==> config.mk <==
export PLATFORM = sky130hd
export DESIGN_NAME = two_level_interrupt_priority_check_core
export DESIGN_NICKNAME = d
export VERILOG_FILES = /design/src/rtl/tlipc_pkg.sv /design/src/rtl/tlipc_scan.sv /design/src/rtl/two_level_interrupt_priority_check_core.sv
export VERILOG_INCLUDE_DIRS = /design/src /design/src/rtl
export SDC_FILE = /design/constraint.sdc
export NUM_CORES = 1
export LEC_CHECK = 0
export BUFFER_PORTS_ARGS = -buffer_cell sky130_fd_sc_hd__buf_2
export CORE_MARGIN = 10
export CORE_UTILIZATION = 40
export CTS_CLUSTER_SIZE = 30
export DETAILED_ROUTE_END_ITERATION = 10
export PLACE_DENSITY = 0.68
export SYNTH_ARGS = -nofsm -noshare
export SYNTH_HDL_FRONTEND = slang
export SYNTH_SLANG_ARGS = --single-unit
==> constraint.sdc <==
create_clock -name aclk -period 5.2 [get_ports aclk]
set_clock_uncertainty 0.1 [all_clocks]
set_input_delay 0.52 -clock aclk [delete_from_list [all_inputs] [get_ports aclk]]
set_output_delay 0.52 -clock aclk [all_outputs]
set_load 0.05 [all_outputs]
==> src/rtl/two_level_interrupt_priority_check_core_defines.svh <==
// ----------------------------------------------------------------------------
// Interrupt priority check assertion macros
// Concurrent assertion wrappers; define ASSERT_OFF to compile them out.
// ----------------------------------------------------------------------------
`ifndef TWO_LEVEL_INTERRUPT_PRIORITY_CHECK_CORE_DEFINES_SVH
`define TWO_LEVEL_INTERRUPT_PRIORITY_CHECK_CORE_DEFINES_SVH

`ifndef ASSERT_OFF
// Clocked assertion, disabled while reset is asserted
`define TLIPC_ASSERT(lbl, clk, rstn, prop, msg) \
    lbl: assert property (@(posedge clk) disable iff (!rstn) prop) else $error(msg);
// Clocked assertion that also holds during reset
`define TLIPC_ASSERT_ALWAYS(lbl, clk, prop, msg) \
    lbl: assert property (@(posedge clk) prop) else $error(msg);
`else
`define TLIPC_ASSERT(lbl, clk, rstn, prop, msg)
`define TLIPC_ASSERT_ALWAYS(lbl, clk, prop, msg)
`endif

`endif

==> src/rtl/tlipc_pkg.sv <==
// ----------------------------------------------------------------------------
// Interrupt priority check package
// Shared types, register bit positions and vector constants.
// ----------------------------------------------------------------------------
package tlipc_pkg;

    // Internal level code, ordered so a plain compare gives precedence
    typedef enum logic [1:0] {
        LVL_NONE = 2'd0,
        LVL_LOW  = 2'd1,
        LVL_HIGH = 2'd2
    } lvl_t;

    // Signed two-bit level as seen on the result channel
    localparam logic [1:0] OUT_LVL_NONE = 2'b11;
    localparam logic [1:0] OUT_LVL_LOW  = 2'b00;
    localparam logic [1:0] OUT_LVL_HIGH = 2'b01;

    // Source codes in scan order
    localparam logic [1:0] SRC_TIMER0 = 2'd0;
    localparam logic [1:0] SRC_TIMER1 = 2'd1;
    localparam logic [1:0] SRC_SERIAL = 2'd2;
    localparam logic [1:0] SRC_TIMER2 = 2'd3;

    // IE / IP bit positions
    localparam int IE_EA_BIT  = 7;
    localparam int EN_T0_BIT  = 1;
    localparam int EN_T1_BIT  = 3;
    localparam int EN_SER_BIT = 4;
    localparam int EN_T2_BIT  = 5;

    // Flag bit positions
    localparam int TCON_TF0_BIT  = 5;
    localparam int TCON_TF1_BIT  = 7;
    localparam int T2CON_TF2_BIT = 7;

    // Handler addresses
    localparam logic [5:0] VEC_TIMER0 = 6'h0B;
    localparam logic [5:0] VEC_TIMER1 = 6'h1B;
    localparam logic [5:0] VEC_SERIAL = 6'h23;
    localparam logic [5:0] VEC_TIMER2 = 6'h2B;

    localparam int IN_TDATA_W  = 64;
    localparam int OUT_TDATA_W = 40;

    typedef struct packed {
        logic [7:0]  enable_reg;
        logic [7:0]  priority_reg;
        logic [7:0]  timer_control_reg;
        logic [7:0]  serial_control_reg;
        logic [7:0]  timer2_control_reg;
        logic [15:0] current_pc;
        logic        handler_return;
    } in_item_t;

    typedef struct packed {
        logic        taken;
        logic [5:0]  vector;
        logic [1:0]  source;
        logic [1:0]  new_level;
        logic [15:0] push_pc;
        logic [7:0]  timer_control_out;
    } out_item_t;

    function automatic logic [1:0] level_code(input lvl_t lv);
        logic [1:0] code;
        unique case (lv)
            LVL_HIGH: code = OUT_LVL_HIGH;
            LVL_LOW:  code = OUT_LVL_LOW;
            default:  code = OUT_LVL_NONE;
        endcase
        return code;
    endfunction

endpackage

==> src/rtl/tlipc_scan.sv <==
// ----------------------------------------------------------------------------
// Interrupt priority scan
// Two-level, fixed-order request selection for one tick.
// ----------------------------------------------------------------------------
module tlipc_scan
    import tlipc_pkg::*;
(
    input  in_item_t  item,
    input  lvl_t      level_cur,
    output lvl_t      level_next,
    output out_item_t result
);

    logic [3:0] en_vec;
    logic [3:0] hi_vec;
    logic [3:0] flag_vec;
    logic [3:0] hi_req;
    logic [3:0] lo_req;
    logic [3:0] pick;
    lvl_t       level_base;
    logic       take_hi;
    logic       take_lo;
    logic       taken;
    logic [1:0] src;
    logic [5:0] vec;
    logic [7:0] tcon;

    assign en_vec = {item.enable_reg[EN_T2_BIT], item.enable_reg[EN_SER_BIT],
                     item.enable_reg[EN_T1_BIT], item.enable_reg[EN_T0_BIT]};
    assign hi_vec = {item.priority_reg[EN_T2_BIT], item.priority_reg[EN_SER_BIT],
                     item.priority_reg[EN_T1_BIT], item.priority_reg[EN_T0_BIT]};
    assign flag_vec = {item.timer2_control_reg[T2CON_TF2_BIT],
                       |item.serial_control_reg[1:0],
                       item.timer_control_reg[TCON_TF1_BIT],
                       item.timer_control_reg[TCON_TF0_BIT]};

    // A return drops the level before the scan sees it
    assign level_base = item.handler_return ? LVL_NONE : level_cur;

    assign hi_req  = en_vec & hi_vec & flag_vec;
    assign lo_req  = en_vec & ~hi_vec & flag_vec;
    assign take_hi = item.enable_reg[IE_EA_BIT] && (level_base != LVL_HIGH) && (|hi_req);
    assign take_lo = item.enable_reg[IE_EA_BIT] && (level_base == LVL_NONE) && !take_hi
                     && (|lo_req);
    assign taken   = take_hi || take_lo;
    assign pick    = take_hi ? hi_req : lo_req;

    always_comb begin
        priority if (pick[0]) begin
            src = SRC_TIMER0;
        end else if (pick[1]) begin
            src = SRC_TIMER1;
        end else if (pick[2]) begin
            src = SRC_SERIAL;
        end else begin
            src = SRC_TIMER2;
        end
    end

    always_comb begin
        tcon = item.timer_control_reg;
        unique case (src)
            SRC_TIMER0: begin
                vec = VEC_TIMER0;
                if (taken) tcon[TCON_TF0_BIT] = 1'b0;
            end
            SRC_TIMER1: begin
                vec = VEC_TIMER1;
                if (taken) tcon[TCON_TF1_BIT] = 1'b0;
            end
            SRC_SERIAL: vec = VEC_SERIAL;
            default:    vec = VEC_TIMER2;
        endcase
    end

    always_comb begin
        if (take_hi) begin
            level_next = LVL_HIGH;
        end else if (take_lo) begin
            level_next = LVL_LOW;
        end else begin
            level_next = level_base;
        end
    end

    assign result.taken             = taken;
    assign result.vector            = taken ? vec : 6'd0;
    assign result.source            = taken ? src : SRC_TIMER0;
    assign result.new_level         = level_code(level_next);
    assign result.push_pc           = taken ? item.current_pc : 16'd0;
    assign result.timer_control_out = tcon;

endmodule

==> src/rtl/two_level_interrupt_priority_check_core.sv <==
// ----------------------------------------------------------------------------
// Two-level interrupt priority check core
// 8051-style interrupt arbitration, one machine-cycle tick per request.
// ----------------------------------------------------------------------------
// Usage:
//   s_* channel carries one request per machine-cycle tick: the IE, IP, TCON,
//   SCON and T2CON snapshots, the PC and a handler-return strobe.
//   m_* channel returns exactly one result per request: taken flag, vector,
//   source, active level after the tick, PC to push and the updated TCON.
// Path: a request passes the input register, then the result register; m_tvalid
//   rises when it reaches the result register. Throughput: one request per
//   clock while m_tready stays high; the active level is updated when
//   a request moves from the input register to the result register, so
//   back-to-back requests see each other's level.
// Reset: aresetn low empties both registers and sets the active level to
//   none.
// Stall: while m_tready is low the result holds; an empty input register
//   still fills, so at most one more request is taken before s_tready drops.
// ----------------------------------------------------------------------------
`include "two_level_interrupt_priority_check_core_defines.svh"

module two_level_interrupt_priority_check_core
    import tlipc_pkg::*;
(
    input  logic                   aclk,
    input  logic                   aresetn,
    // tdata: enable_reg[7:0], priority_reg[15:8], timer_control_reg[23:16],
    //        serial_control_reg[31:24], timer2_control_reg[39:32],
    //        current_pc[55:40], handler_return[56], zero fill [63:57]
    input  logic                   s_tvalid,
    output logic                   s_tready,
    input  logic [IN_TDATA_W-1:0]  s_tdata,
    // tdata: taken[0], vector[6:1], source[8:7], new_level[10:9],
    //        push_pc[26:11], timer_control_out[34:27], zero fill [39:35]
    output logic                   m_tvalid,
    input  logic                   m_tready,
    output logic [OUT_TDATA_W-1:0] m_tdata
);

    in_item_t  in_item_reg;
    in_item_t  in_item_next;
    logic      in_valid_reg;
    out_item_t out_item_reg;
    out_item_t scan_result;
    logic      out_valid_reg;
    lvl_t      level_reg;
    lvl_t      level_next;
    logic      advance;
    logic      s_accept;

    // Unpack the request
    assign in_item_next.enable_reg         = s_tdata[7:0];
    assign in_item_next.priority_reg       = s_tdata[15:8];
    assign in_item_next.timer_control_reg  = s_tdata[23:16];
    assign in_item_next.serial_control_reg = s_tdata[31:24];
    assign in_item_next.timer2_control_reg = s_tdata[39:32];
    assign in_item_next.current_pc         = s_tdata[55:40];
    assign in_item_next.handler_return     = s_tdata[56];

    // Move a held request forward when the result slot is free or draining
    assign advance  = in_valid_reg && (!out_valid_reg || m_tready);
    assign s_tready = !in_valid_reg || advance;
    assign s_accept = s_tvalid && s_tready;

    tlipc_scan u_scan (
        .item       (in_item_reg),
        .level_cur  (level_reg),
        .level_next (level_next),
        .result     (scan_result)
    );

    // Input register
    always_ff @(posedge aclk) begin
        if (!aresetn) begin
            in_valid_reg <= 1'b0;
        end else if (s_tready) begin
            in_valid_reg <= s_tvalid;
        end
    end

    always_ff @(posedge aclk) begin
        if (s_accept) begin
            in_item_reg <= in_item_next;
        end
    end

    // Active level and result register advance together
    always_ff @(posedge aclk) begin
        if (!aresetn) begin
            level_reg     <= LVL_NONE;
            out_valid_reg <= 1'b0;
        end else begin
            if (advance) begin
                level_reg <= level_next;
            end
            if (advance) begin
                out_valid_reg <= 1'b1;
            end else if (m_tready) begin
                out_valid_reg <= 1'b0;
            end
        end
    end

    always_ff @(posedge aclk) begin
        if (advance) begin
            out_item_reg <= scan_result;
        end
    end

    // Pack the result
    assign m_tvalid = out_valid_reg;
    assign m_tdata  = {5'd0,
                       out_item_reg.timer_control_out,
                       out_item_reg.push_pc,
                       out_item_reg.new_level,
                       out_item_reg.source,
                       out_item_reg.vector,
                       out_item_reg.taken};

    // A taken result always reports a live level
    `TLIPC_ASSERT(a_taken_has_level, aclk, aresetn, (out_valid_reg && out_item_reg.taken) |-> (out_item_reg.new_level != OUT_LVL_NONE), "taken result with level none")
    // No vector or PC is shown without a taken interrupt
    `TLIPC_ASSERT(a_idle_fields_zero, aclk, aresetn, (out_valid_reg && !out_item_reg.taken) |-> (out_item_reg.vector == 6'd0 && out_item_reg.push_pc == 16'd0), "idle result carries vector or pc")
    // The active level moves only when a request is scanned
    `TLIPC_ASSERT(a_level_moves_on_advance, aclk, aresetn, !$stable(level_reg) |-> $past(advance), "active level changed without a request")
    // A scanned request always fills the result register
    `TLIPC_ASSERT(a_advance_fills_out, aclk, aresetn, advance |=> out_valid_reg, "scanned request lost")

endmodule
==> summary.txt <==
Cells and area
  • Final instance area: 3383 um2
  • Max FFs per register: 37
  • Share of cells above drive strength 1: 0.4130
  • Final core occ: 0.5035
  • Antenna diodes: 0
  • Fill cells: 600
  • Area of the multi-input gates: between 500 and 600 um2
  • Syn-to-layout area delta: 23.75%
  • Layout Nets: 311
  • Sequential cell area: 2152 um2

Pwr
  • Lkg Pwr: 1.321 nW
  • Sw Pwr: 317.2 uW
  • Cell area power density: 388.0 nW/um2
  • Internal Power: approximately 1000 uW
  • Clk network pwr share: 0.357
  • Sw frac: 0.2417
  • Combinational fraction of design power: 0.113
  • Seq pwr share: 0.530
  • Peak supply drop: between 0.1 and 0.15 mV

Global route
  • Number of global-route vias before repair: 1487
  • GRT Overall Usage: 0.09417
  • Initial antenna violation count: 0
  • First-pass GRT wire length: 7341 um
  • Largest net degree at the start of global routing: 38
  • Total gr overflow: 0

Setup path
  • Crit-path max FO: 6
  • Startpoint class of the critical path: flip-flop
  • CP Class: flip-flop to flip-flop
  • Worst setup EP type: flip-flop
  • CP arrival: between 1.5 and 2 ns
  • R2R Setup Slk: between 3 and 4 ns
  • WP data required: 5.19 ns

Synthesis
  • Post-synth top area share: 0.7579
  • Synth Cell Area: 2734 um2
  • Cells after synthesis: 159
  • Commonest cells in the netlist: edfxtp_1 (69), and2_1 (17), buf_4 (8)
  • Syn_area_per_cell: 17.19 um2
  • Top-count cell post-synth: edfxtp_1
  • Area contributors post-synth: edfxtp_1 (76%), and2_1 (3.9%), dfxtp_1 (2.9%), buf_4 (2.2%), nand2_1 (0.96%)
  • EDFF count, synth: 69
  • Synth warn: 0
  • Count of state elements after synthesis: 73
  • Top_reg_cell synth: edfxtp_1
  • Asr flop ratio synth: 0
  • Yosys top cell by area: edfxtp_1
  • Register area share after synthesis: 0.7872
  • Yosys cell types: 38

Min path
  • Hold Crit Class: input port to flip-flop

Floorplanning
  • Die X: 102.7 um
  • Die Span Y: between 100 and 150 um
  • Row cnt: 30
  • Starting Density: 0.4069
  • DIE AREA: 10540 um2
  • Total core area: 6719 um2
  • IO Count: 110

CTS
  • Worst skew pair latency: between 0.3 and 0.4 ns
  • # hold bufs at CTS: 0
  • TritonCTS clock tree: yes
  • Clock Pin Slew Worst Setup and Hold Paths: 0.08 ns
  • # resized after CTS: 0
  • CTS H-tree depth: 3
  • Root Buffer: clkbuf_8
  • Clock Path Buffers: 2
  • Post-CTS setup buffer count: 0
  • TritonCTS Buffers: 9
  • CTS Sinks: 73

Route
  • Residual DRC: 0
  • Final WL: roughly 4900 um
  • Number of DRC markers in iteration 0: 63
  • Initial DRT Pass Iterations: 4
  • Vias: around 1500
  • Vias per inst: 4.502
  • Post-DRT Antenna Nets: 0
  • WL per Instance: roughly 15 um

Placed design
  • Hpwl dp: 3579 um
  • Port bufs: 76
  • Placed cell areas: 3171 um2
  • RePlAce Congestion: 0.8056

STA
  • RSZ-0062 raised after global routing: false
  • Final setup vio count: 0
  • Setup TNS: 0 ns
  • Period minus WS final: 1.991 ns
  • F_max: ~500 MHz
  • Fin. max-slew vios: 0
  • Slew HR: 0.3623
  • Final Hold Fails: 0
  • Worst Max-Slew Pin Slew: about 0.95 ns
  • Final Cycle Share: 0.3830

Job
  • Maxcap violations: 0

Status
  • Outcome: finished, final reports clean
==> cells by family after synthesis <==
family / after synthesis / synth area share
flops: 73 / 0.7872
simple gates: 47 / 0.1053
compound gates: 21 / 0.05996
buf+inv: 14 / 0.03387
mux: 2 / 0.007780
fa+ha+maj: 1 / 0.004576
other cells: 1 / 0.001372
==> per-stage QoR <==
step	std cells	hold slack (ns)	power [mW]	setup WS, ns
6_report	327	0.2535	1.313	3.209
5_1_grt	327	0.2303	1.374	3.055
4_1_cts	327	0.2336	1.328	3.212
3_5_place_dp	311	0.3045	0.8603	3.022
3_3_place_gp	311	0.3025	0.8564	3.050
2_1_floorplan	164	0.3003	0.8234	2.131
==> power groups by stage <==
stage               Clock, mW  Combinational (mW)  Sequential [mW]
global route            0.514               0.161            0.699
finish                  0.468               0.149            0.696
floorplan                   0              0.0643            0.759
CTS                     0.481               0.152            0.696
detailed placement          0               0.151            0.709
global placement            0               0.149            0.708
==> worst paths after layout <==
kind	cells past startpoint	to	start
max reg2reg	5	m_tdata[32]$_DFFE_PP_	in_item_reg[42]$_DFFE_PP_
min	1	in_item_reg[3]$_DFFE_PP_	s_tdata[42]
max	5	m_tdata[32]$_DFFE_PP_	in_item_reg[42]$_DFFE_PP_
min reg2reg	0	m_tdata[27]$_DFFE_PP_	in_item_reg[33]$_DFFE_PP_
==> final cells by class <==
class	count	share of cell area
clock buffer	11	0.03883
clock inverter	5	0.02404
inverter	5	0.006287
multi-input combinational	77	0.1527
sequential	73	0.6361
tap	80	0.02959
timing repair buffer	76	0.1124
==> metal layers <==
metal	share of wire	wire, um	up-vias	track usage
met1	0.42	2064	664	0.1078
li1	-	-	745	-
met4	0.012	59	0	0.04230
met2	0.47	2309	58	0.1452
met5	0	0	-	0
met3	0.089	431	5	0.04692
==> critical path, stage by stage, from the launching register on <==
cell and delay, ns:
edfxtp_1 0.47, nand3b_1 0.21, o21ai_1 0.13, o221ai_2 0.18, or4b_1 0.47, and3_1 0.18
==> cells in the final DEF, fill, tap and decap left out, drive strengths merged <==
cell type / instances
o211a: 1
edfxtp: 69
nor3b: 3
nand3: 4
nand2: 7
o21ai: 4
a21o: 1
a22oi: 2
buf: 76
and2: 18
nor3: 3
clkinvlp: 1
conb: 6
mux2i: 1
o211ai: 1
inv: 5
ha: 1
a31o: 1
o21a: 1
o31a: 1
o31ai: 1
a21oi: 6
o221ai: 1
bufinv: 2
nand2b: 1
clkbuf: 11
or4b: 1
dfxtp: 4
mux2: 1
clkinv: 2
nand3b: 2
and3: 2
nor2b: 4
a41o: 1
nor2: 2
Note: power is estimated with default switching activity, not from simulation.
